[src/hdl/tcw_pkg.sv]
// Package for the text console writer: screen geometry, field widths,
// op codes and the structs passed between the engine and the top level.
// No dependencies.
package tcw_pkg;

  localparam int COLUMNS = 80;
  localparam int ROWS    = 25;
  localparam int CELLS   = COLUMNS * ROWS;

  // cell store address, cursor range 0..CELLS, column counter
  localparam int ADDR_W = (CELLS > 1) ? $clog2(CELLS) : 1;
  localparam int IDX_W  = $clog2(CELLS + 1);
  localparam int COL_W  = (COLUMNS > 1) ? $clog2(COLUMNS) : 1;
  localparam int CELL_W = 16;
  localparam int CMP_W  = 16;

  // fixed port field widths
  localparam int OP_W     = 3;
  localparam int CHAR_W   = 8;
  localparam int COLOR_W  = 8;
  localparam int INDEX_W  = 11;
  localparam int CURSOR_W = 11;

  localparam logic [OP_W-1:0] OP_PUT   = 3'd0;
  localparam logic [OP_W-1:0] OP_NL    = 3'd1;
  localparam logic [OP_W-1:0] OP_BS    = 3'd2;
  localparam logic [OP_W-1:0] OP_CLEAR = 3'd3;
  localparam logic [OP_W-1:0] OP_READ  = 3'd4;

  localparam logic [CHAR_W-1:0]  SPACE_CODE   = 8'd32;
  localparam logic [CHAR_W-1:0]  NEWLINE_CODE = 8'd10;
  localparam logic [COLOR_W-1:0] RESET_COLOR  = 8'd31;

  typedef struct packed {
    logic [OP_W-1:0]    op;
    logic [CHAR_W-1:0]  character;
    logic [COLOR_W-1:0] color;
    logic               use_default;
    logic [INDEX_W-1:0] cell_index;
  } item_t;

  typedef struct packed {
    logic [CURSOR_W-1:0] cursor;
    logic [CHAR_W-1:0]   cell_char;
    logic [COLOR_W-1:0]  cell_color;
    logic                scrolled;
  } res_t;

  typedef struct packed {
    logic              we;
    logic [ADDR_W-1:0] waddr;
    logic [CELL_W-1:0] wdata;
    logic [ADDR_W-1:0] raddr;
  } ram_req_t;

endpackage

[src/hdl/tcw_engine.sv]
// Operation sequencer of the text console writer: cursor and column
// tracking, scroll / clear sweeps over the cell store, result hand-off.
// Depends on tcw_pkg; drives the cell store RAM through a ram_req_t.
module tcw_engine (
  input  logic                          clk,
  input  logic                          rst,
  input  logic                          in_valid,
  output logic                          in_ready,
  input  tcw_pkg::item_t                item,
  input  logic [tcw_pkg::COLOR_W-1:0]   default_color,
  output tcw_pkg::ram_req_t             ram_req,
  input  logic [tcw_pkg::CELL_W-1:0]    ram_rdata,
  input  logic                          out_free,
  output logic                          res_valid,
  output tcw_pkg::res_t                 res
);

  typedef enum logic [5:0] {
    S_IDLE   = 6'b000001,
    S_EXEC   = 6'b000010,
    S_SCROLL = 6'b000100,
    S_CHAR   = 6'b001000,
    S_FILL   = 6'b010000,
    S_HOLD   = 6'b100000
  } state_t;

  localparam logic [tcw_pkg::IDX_W-1:0] CELLS_IDX = tcw_pkg::IDX_W'(tcw_pkg::CELLS);
  localparam logic [tcw_pkg::IDX_W-1:0] COLS_IDX  = tcw_pkg::IDX_W'(tcw_pkg::COLUMNS);
  localparam logic [tcw_pkg::IDX_W-1:0] COPY_END  =
    tcw_pkg::IDX_W'(tcw_pkg::CELLS - tcw_pkg::COLUMNS);
  localparam logic [tcw_pkg::IDX_W-1:0] LAST_IDX  = tcw_pkg::IDX_W'(tcw_pkg::CELLS - 1);
  localparam logic [tcw_pkg::IDX_W:0]   CELLS_WIDE = (tcw_pkg::IDX_W + 1)'(tcw_pkg::CELLS);
  localparam logic [tcw_pkg::IDX_W:0]   COLS_WIDE  = (tcw_pkg::IDX_W + 1)'(tcw_pkg::COLUMNS);
  localparam logic [tcw_pkg::COL_W-1:0] COL_LAST  = tcw_pkg::COL_W'(tcw_pkg::COLUMNS - 1);
  localparam logic [tcw_pkg::CMP_W-1:0] CELLS_CMP = tcw_pkg::CMP_W'(tcw_pkg::CELLS);

  state_t                          state, state_next;
  logic [tcw_pkg::IDX_W-1:0]       cnt, cnt_next;
  logic [tcw_pkg::IDX_W-1:0]       cursor, cursor_next;
  logic [tcw_pkg::COL_W-1:0]       col, col_next;
  logic                            scr, scr_next;
  logic                            pend_char, pend_char_next;
  logic                            fill_zero, fill_zero_next;
  tcw_pkg::item_t                  it;
  logic                            in_rng;
  tcw_pkg::res_t                   hold, res_now;

  logic                            item_rng;
  logic [tcw_pkg::ADDR_W-1:0]      item_addr;
  logic [tcw_pkg::IDX_W:0]         row_next;
  logic [tcw_pkg::IDX_W-1:0]       dst;
  logic [tcw_pkg::CELL_W-1:0]      blank;
  logic                            do_char, fin;
  logic [tcw_pkg::CHAR_W-1:0]      rd_char;
  logic [tcw_pkg::COLOR_W-1:0]     rd_color;

  assign item_rng  = tcw_pkg::CMP_W'(item.cell_index) < CELLS_CMP;
  assign item_addr = item_rng ? tcw_pkg::ADDR_W'(item.cell_index) : '0;
  assign row_next  = {1'b0, cursor} - (tcw_pkg::IDX_W + 1)'(col) + COLS_WIDE;
  assign dst       = cnt - 1'b1;
  assign blank     = {default_color, tcw_pkg::SPACE_CODE};
  assign in_ready  = (state == S_IDLE);

  always_comb begin
    state_next     = state;
    cnt_next       = cnt;
    cursor_next    = cursor;
    col_next       = col;
    scr_next       = scr;
    pend_char_next = pend_char;
    fill_zero_next = fill_zero;
    ram_req        = '0;
    do_char        = 1'b0;
    fin            = 1'b0;
    res_valid      = 1'b0;
    rd_char        = '0;
    rd_color       = '0;

    case (state)
      S_IDLE: begin
        // read issued in the accept cycle so read data lands in EXEC
        ram_req.raddr = item_addr;
        if (in_valid) begin
          state_next = S_EXEC;
          scr_next   = 1'b0;
        end
      end
      S_EXEC: begin
        case (it.op)
          tcw_pkg::OP_PUT: begin
            if (cursor >= CELLS_IDX) begin
              cursor_next    = cursor - COLS_IDX;
              scr_next       = 1'b1;
              pend_char_next = 1'b1;
              cnt_next       = '0;
              state_next     = S_SCROLL;
            end else begin
              do_char = 1'b1;
            end
          end
          tcw_pkg::OP_NL: begin
            col_next = '0;
            if (row_next >= CELLS_WIDE) begin
              cursor_next    = tcw_pkg::IDX_W'(row_next - COLS_WIDE);
              scr_next       = 1'b1;
              pend_char_next = 1'b0;
              cnt_next       = '0;
              state_next     = S_SCROLL;
            end else begin
              cursor_next = tcw_pkg::IDX_W'(row_next);
              fin         = 1'b1;
            end
          end
          tcw_pkg::OP_BS: begin
            if (cursor != '0) begin
              cursor_next   = cursor - 1'b1;
              col_next      = (col == '0) ? COL_LAST : col - 1'b1;
              ram_req.we    = 1'b1;
              ram_req.waddr = tcw_pkg::ADDR_W'(cursor - 1'b1);
              ram_req.wdata = blank;
            end
            fin = 1'b1;
          end
          tcw_pkg::OP_CLEAR: begin
            cursor_next    = '0;
            col_next       = '0;
            cnt_next       = '0;
            fill_zero_next = 1'b0;
            state_next     = S_FILL;
          end
          tcw_pkg::OP_READ: begin
            if (in_rng) begin
              rd_char  = ram_rdata[tcw_pkg::CHAR_W-1:0];
              rd_color = ram_rdata[tcw_pkg::CELL_W-1:tcw_pkg::CHAR_W];
            end
            fin = 1'b1;
          end
          default: begin
            fin = 1'b1;
          end
        endcase
      end
      S_SCROLL: begin
        // read one row ahead, write the previous cell; last row gets blanks
        if (cnt < COPY_END) begin
          ram_req.raddr = tcw_pkg::ADDR_W'(cnt + COLS_IDX);
        end
        if (cnt != '0) begin
          ram_req.we    = 1'b1;
          ram_req.waddr = tcw_pkg::ADDR_W'(dst);
          ram_req.wdata = (dst < COPY_END) ? ram_rdata : blank;
        end
        if (cnt == CELLS_IDX) begin
          cnt_next = '0;
          if (pend_char) begin
            state_next = S_CHAR;
          end else begin
            fin = 1'b1;
          end
        end else begin
          cnt_next = cnt + 1'b1;
        end
      end
      S_CHAR: begin
        do_char = 1'b1;
      end
      S_FILL: begin
        ram_req.we    = 1'b1;
        ram_req.waddr = tcw_pkg::ADDR_W'(cnt);
        ram_req.wdata = fill_zero ? '0 : blank;
        if (cnt == LAST_IDX) begin
          cnt_next = '0;
          if (fill_zero) begin
            fill_zero_next = 1'b0;
            state_next     = S_IDLE;
          end else begin
            fin = 1'b1;
          end
        end else begin
          cnt_next = cnt + 1'b1;
        end
      end
      S_HOLD: begin
        if (out_free) begin
          res_valid  = 1'b1;
          state_next = S_IDLE;
        end
      end
      default: begin
        state_next = S_IDLE;
      end
    endcase

    // cursor is below the screen end here
    if (do_char) begin
      if (it.character == tcw_pkg::NEWLINE_CODE) begin
        cursor_next = tcw_pkg::IDX_W'(row_next);
        col_next    = '0;
      end else begin
        ram_req.we    = 1'b1;
        ram_req.waddr = tcw_pkg::ADDR_W'(cursor);
        ram_req.wdata = {(it.use_default ? default_color : it.color), it.character};
        cursor_next   = cursor + 1'b1;
        col_next      = (col == COL_LAST) ? '0 : col + 1'b1;
      end
      fin = 1'b1;
    end

    if (fin) begin
      if (out_free) begin
        res_valid  = 1'b1;
        state_next = S_IDLE;
      end else begin
        state_next = S_HOLD;
      end
    end
  end

  always_comb begin
    res_now.cursor     = tcw_pkg::CURSOR_W'(cursor_next);
    res_now.cell_char  = rd_char;
    res_now.cell_color = rd_color;
    res_now.scrolled   = scr_next;
  end

  assign res = (state == S_HOLD) ? hold : res_now;

  always_ff @(posedge clk) begin
    if (rst) begin
      state     <= S_FILL;
      cnt       <= '0;
      cursor    <= '0;
      col       <= '0;
      scr       <= 1'b0;
      pend_char <= 1'b0;
      fill_zero <= 1'b1;
    end else begin
      state     <= state_next;
      cnt       <= cnt_next;
      cursor    <= cursor_next;
      col       <= col_next;
      scr       <= scr_next;
      pend_char <= pend_char_next;
      fill_zero <= fill_zero_next;
    end
  end

  always_ff @(posedge clk) begin
    if (in_valid && in_ready) begin
      it     <= item;
      in_rng <= item_rng;
    end
    if (fin) begin
      hold <= res_now;
    end
  end

  a_res_room: assert property (@(posedge clk) disable iff (rst)
    res_valid |-> out_free)
    else $error("result handed over while output register is full");

  a_wr_range: assert property (@(posedge clk) disable iff (rst)
    ram_req.we |-> (tcw_pkg::CMP_W'(ram_req.waddr) < CELLS_CMP))
    else $error("cell store write beyond screen");

  a_cursor_range: assert property (@(posedge clk) disable iff (rst)
    cursor <= CELLS_IDX)
    else $error("cursor beyond screen end");

  a_boot_quiet: assert property (@(posedge clk) disable iff (rst)
    (state == S_FILL && fill_zero) |-> !res_valid && !in_ready)
    else $error("activity during reset clearing pass");

  a_accept_leaves_idle: assert property (@(posedge clk) disable iff (rst)
    (in_valid && in_ready) |=> (state == S_EXEC))
    else $error("accepted beat did not start execution");

endmodule
[config.mk]
export PLATFORM = sky130hd
export DESIGN_NAME = tcw_engine
export DESIGN_NICKNAME = d
export VERILOG_FILES = /design/src/hdl/tcw_pkg.sv /design/src/hdl/tcw_engine.sv
export SDC_FILE = /design/constraint.sdc
export NUM_CORES = 1
export LEC_CHECK = 0
export ABC_AREA = 1
export BUFFER_PORTS_ARGS = -buffer_cell sky130_fd_sc_hd__buf_4
export CAP_MARGIN = 10
export CORE_ASPECT_RATIO = 0.75
export CORE_UTILIZATION = 30
export CTS_BUF_LIST = sky130_fd_sc_hd__clkbuf_2
export DETAILED_ROUTE_END_ITERATION = 7
export GPL_TIMING_DRIVEN = 0
export RECOVER_POWER = 25
export SLEW_MARGIN = 0
export SYNTH_ARGS = -nofsm -noshare
export SYNTH_HDL_FRONTEND = slang
export SYNTH_SLANG_ARGS = --single-unit
[constraint.sdc]
create_clock -name clk -period 5.7 [get_ports clk]
set_input_delay 1.71 -clock clk [delete_from_list [all_inputs] [get_ports clk]]
set_output_delay 1.71 -clock clk [all_outputs]
set_load 0.02 [all_outputs]
Yosys cells after proc, flatten, opt, wreduce, memory -nomap -nowiden
Index checks and enable logic that the tools add are counted.

word-level totals
  flip-flop bits (word level) = 87
  bits of input ports = 59
  output and inout port bits = 69
  logic and storage cells = 158

operators by class
  add/sub/neg operators = 11
  $lt $le $gt $ge = 5
  eq/ne operators = 32
  mux-type cells = 77
  reductions and logical operators = 17

operators by type and width
  kind                                                   number
  2-to-1 mux 28 bit                                      6
  2-to-1 mux 11 bit                                      12
  case mux 28 bit (3 select lines)                       1
  case mux 11 bit (3 select lines)                       2
  2-to-1 mux 6 bit                                       10
  2-to-1 mux 8 bit                                       7
  case mux 11 bit (4 select lines)                       1
  2-to-1 mux 7 bit                                       6
  case mux 6 bit (6 select lines)                        1
  less-than comparator 11 bit, second input constant     3
  2-to-1 mux 16 bit                                      2
  inequality test 3 bit, second input constant           8
  adder 11 x 1 -> 11 bit, second input constant          2
  == test 11 bit, second input constant                  2
  case mux 11 bit (2 select lines)                       1
  nonzero test 11 bit                                    2
  subtractor 11 x 1 -> 11 bit, second input constant     2
  subtractor 11 x 7 -> 11 bit, second input constant     2
  2-to-1 mux 1 bit                                       19
  case mux 6 bit (3 select lines)                        1
  case mux 7 bit (2 select lines)                        1
  adder 12 x 7 -> 12 bit, second input constant          1
  >= comparator 12 x 11 -> 1 bit, second input constant  1
  case mux 1 bit (2 select lines)                        6
  other kinds (32)                                       43

Longest topological paths before layout
  depth after elaboration = 9
  mapped depth = 24
  depth with buffers taken out = 24

Worst setup path after synthesis
OpenSTA, ideal clock, no wires.

  path type = reg-to-output
  from = reg col[2] (netlist bit)
  to = out res_valid
  data arrival time = 3.887 ns
  setup slack = 0.103 ns
  stages on the path, launching flop included = 19
  cell sequence = dfxtp_1 clkbuf_1 inv_1 ha_1 fa_1 nand2_1 nand3_1 nand2_1 xor2_1 ha_1 nand4_1 o21ai_0 nand3_1 nor2_1 nand3_2 nand4_4 nand3_1 inv_2 a21oi_1

between the ends
  longest elaborated chain between the ends = 8

ends and longest elaborated chain
  element                          line               source
  from (decl)                      tcw_engine.sv:40   logic [tcw_pkg::COL_W-1:0] col, col_next;
  from (signal assigned)           tcw_engine.sv:241  col <= col_next;
  subtractor 11 x 7 -> 12 bit      tcw_engine.sv:59   assign row_next = {1'b0, cursor} - (tcw_pkg::IDX_W + 1)'(col) + COLS_WIDE;
  adder 12 x 7 -> 12 bit           tcw_engine.sv:59
  >= comparator 12 x 11 -> 1 bit   tcw_engine.sv:103  if (row_next >= CELLS_WIDE) begin
  2-to-1 mux 1 bit                 tcw_engine.sv:103
  case mux 1 bit (2 select lines)  tcw_engine.sv:89   case (it.op)
  case mux 1 bit (3 select lines)  tcw_engine.sv:79   case (state)
  2-to-1 mux 1 bit                 tcw_engine.sv:195  if (do_char) begin
  named net fin                    tcw_engine.sv:53   logic do_char, fin;
  2-to-1 mux 1 bit                 tcw_engine.sv:209  if (fin) begin
  to (decl)                        tcw_engine.sv:14   output logic res_valid,

The timed path passes the listed nets, and every way through them passes these cells.

==> run summary <==
The number of global-route vias before repair is 6,545. The standard cell with the maximum stage delay on the critical path is dfxtp_4. The overall die height came out at 133 um. The CTS sink count came out at 87. The element type at the critical path start is a flop. The final sum of negative setup slack is 0 ps. The data arrival time of the critical path came out at 3970 ps. The sequential power share came out at 49.6%. The clock tree from TritonCTS is yes. The number of clock buffers added by TritonCTS is 9. Cell internal power was estimated by the tool at 0.000874 W. The total via count after detailed routing came out at 7,198.

The number of library cell types mapped by synthesis is 56. Clock latency on the worst-skew pair, taken at its later pin, is 610 ps. The fraction of power spent switching nets came out at 36.6%.

Summed over all nets, the half-perimeter wirelength after detailed placement is 18.9 mm. The number of enable-type register cells in the synthesized netlist came out at 49. The final setup violation count is 0.

The total track usage is 20.1%. Subtracting the final worst setup slack from the clock period gives 5680 ps. Counting every net in the synthesized netlist gives 1,028. In the layout the commonest cells are nand2_1 (186), buf_4 (130), inv_1 (109), nor2_1 (67), nand3_1 (65). Setup repair after global routing could not meet its margin everywhere. Yosys attributes the largest share of cell area to edfxtp_1 (22%), nand2_1 (11%), dfxtp_1 (11%). Of all flip-flops after synthesis, the portion carrying an async set or reset was 0%. The fraction of layout cells with a size suffix above 1 came out at 25.1%. The worst slew margin relative to its limit came out at 29.0%. The post-layout instance count excluding filler cells came out at 1,401. The routed wire length per instance came out at 17.0 um. The biggest area contributor in the post-synthesis netlist is edfxtp_1. The initial core utilization came out at 30.8%.

The Yosys step of the flow raised 0 warnings. The floorplan step set the die width to 176 um. The highest metal layer carrying signal wires in the routed design is met5.

The master cell of the clock root buffer is clkbuf_2. The largest vdd supply drop came out at 0.101 mV. The actual transition at the worst max-transition pin came out at 1060 ps.

A synthesized cell averages 7.34 sq um. The library cell used most frequently in the layout, excluding fill and tap cells, is nand2_1. In this run, synthesis produced a sequential element count of 87. The max-slew violation count came out at 0.

The worst setup path is captured at an output port. The detailed router's first-iteration violation count came out at 658. The number of antenna violations at the first check in global routing came out at 0. The number of placed I/O pins came out at 128.

The routed metal-1 wire length came out at 11.8 mm. The number of instances in the synthesized netlist is 931. The count of endpoints failing hold in the final timing report came out at 0. The tightest min-delay check is of the reg -> reg type. The placed cell count is 1,353. The share of the synthesized area in the top cell type is 21.5%. The timing-limited maximum frequency came out at 176 MHz. The antenna violation net count after detailed routing came out at 0. The power density normalized to cell area came out at 157 nW/um^2. For this run, the leading register cell type out of synthesis is edfxtp_1.

The total wire length is 23.8 mm. The core region is 22,200 sq um. The final layout contains 1,199 nets. Counting stages on the worst path, the most repeated cell is nand2_1. The largest fanout on the critical path is 6. The placement row count came out at 47. The buffer levels on the longest clock path is 2. The fill cell instance count of the final layout is 2,313. The portion of the post-synthesis area used by sequential elements came out at 32.7%. The max-cap violation count came out at 0. The first-pass GRT wire length came out at 36.6 mm.

The die covers 23,400 sq um. At the worst endpoint, the required time is 3990 ps. The clock network fraction of design power came out at 25.4%. The post-route standard cell area excluding fillers is 8810 sq um. The number of DRC violations after detailed routing is 0. The worst clock skew came out at 48.7 ps. The synthesized area is 6830 sq um. The final global-route overflow total is 0. Before antenna repair, the detailed router went through 5 iterations. The area added between synthesis and finish is 29.0%.

The via density per instance is 5.14. In the finished design, the share of the clock period the worst path needs comes to 99.7%. During placement, the flow inserted port buffers numbering 126. Summed over all cells, the static leakage comes to 4.12 nW. Detailed routing placed a total of 1.93 mm of wire on met3.

By startpoint and endpoint, the worst setup path is classified as reg -> out. The run finished with clean final reports. For this design, the CTS-stage hold fixing added 0 buffers. The wire length on met2 is 9.79 mm. The placed cell area came out at 8190 sq um. The post-CTS clock slew at the launch and capture registers of the worst setup and hold paths came out at 330 ps. The pin count of the biggest net entering global routing is 20. The delay contributed by the slowest stage of the critical path came out at 450 ps. The analysis attributes to net switching a power of 0.000505 W.

The level count of the clock H-tree is 3. The routability-driven placement congestion ratio is 0.955. Combinational logic burns 25.0% of the power. The count of antenna diodes in the layout came out at 0. The total chip power came out at 0.00138 W.
flip-flops by register name, summed over array words and instances (netlist names):
signal	count
state	6
hold	28
fill_zero	1
it	20
pend_char	1
cnt	11
col	7
scr	1
cursor	11
in_rng	1
worst paths after layout:
path	startpoint	to	slack [ps]	depth (start not counted)
worst min register to register	fill_zero	fill_zero	460	2
worst min-delay path	fill_zero	fill_zero	460	2
worst max-delay path	cursor[0]	res[21]	20	25
worst max register to register	cursor[0]	cnt[5]	2130	22
layer usage:
layer,global-route usage (%),vias to the layer above
li1,-,3486
met1,31.4,3403
met2,27.6,279
met3,4.43,28
met4,3.48,2
met5,1.88,-
final cells by class:
| class | count | area (sq um) | area share [%] |
|---|---|---|---|
| Clock buffer | 9 | 45.0 | 0.511 |
| Inverter | 128 | 498 | 5.65 |
| Timing Repair Buffer | 161 | 1270 | 14.4 |
| Tap cell | 294 | 368 | 4.17 |
| Multi-Input combinational cell | 686 | 4170 | 47.3 |
| Sequential cell | 87 | 2250 | 25.6 |
| Clock inverter | 7 | 75.1 | 0.852 |
| Buffer | 29 | 131 | 1.49 |
repair_timing:
action / 4_1_cts / 5_1_grt
buffers inserted: 17 / 15
pin swaps: 23 / 19
gates resized for setup: 59 / 17
endpoints found under the setup margin: 9 / 9
synthesized netlist by cell type, drive strengths merged (2+ instances only):
cell type	number
o211ai	3
a21oi	45
o21ai	49
o22ai	13
edfxtp	49
xor2	43
nor4	5
a211oi	4
nand3	77
inv	124
nor3b	3
nand4	15
clkbuf	19
mux2i	8
buf	11
nor3	38
a22oi	6
ha	37
xnor2	3
dfxtp	38
nand2	210
o221ai	14
o31ai	2
a21o	16
clkinv	4
a31oi	8
nor2	79
worst max-delay path, delay by kind of cell (launching register included):
family          cells  cell delay (ps)
flops               1              450
xor+xnor            1              180
buf+inv             4              360
compound gates      2              230
simple gates       14             1310
fa+ha+maj           4              810
power by group through the flow:
stage	clock network (W)	registers, W	logic (W)
2_1_floorplan	0	0.000695	0.000219
3_3_place_gp	0	0.000698	0.000337
3_5_place_dp	0	0.000699	0.000340
4_1_cts	0.000360	0.000684	0.000341
5_1_grt	0.000380	0.000686	0.000374
6_report	0.000350	0.000684	0.000345
cell families after synthesis:
kind of cell,share of synthesized area [%]
buffers and inverters,9.01
adder cells (fa/ha/maj),7.07
AND/OR/NAND/NOR,28.8
XOR/XNOR,6.17
AO/OA/AOI/OAI,15.1
multiplexers,1.17
flip-flops,32.7
stage by stage:
stage | utilization [%] | hold WS [ps] | setup slack [ps]
2_1_floorplan | - | 411 | 103
3_3_place_gp | 36.7 | 426 | -1050
3_5_place_dp | 36.9 | 430 | -519
4_1_cts | 39.1 | 464 | -65.3
5_1_grt | 39.7 | 489 | -210
6_report | 39.7 | 465 | 16.5
Power figures use the tool's default switching activity.
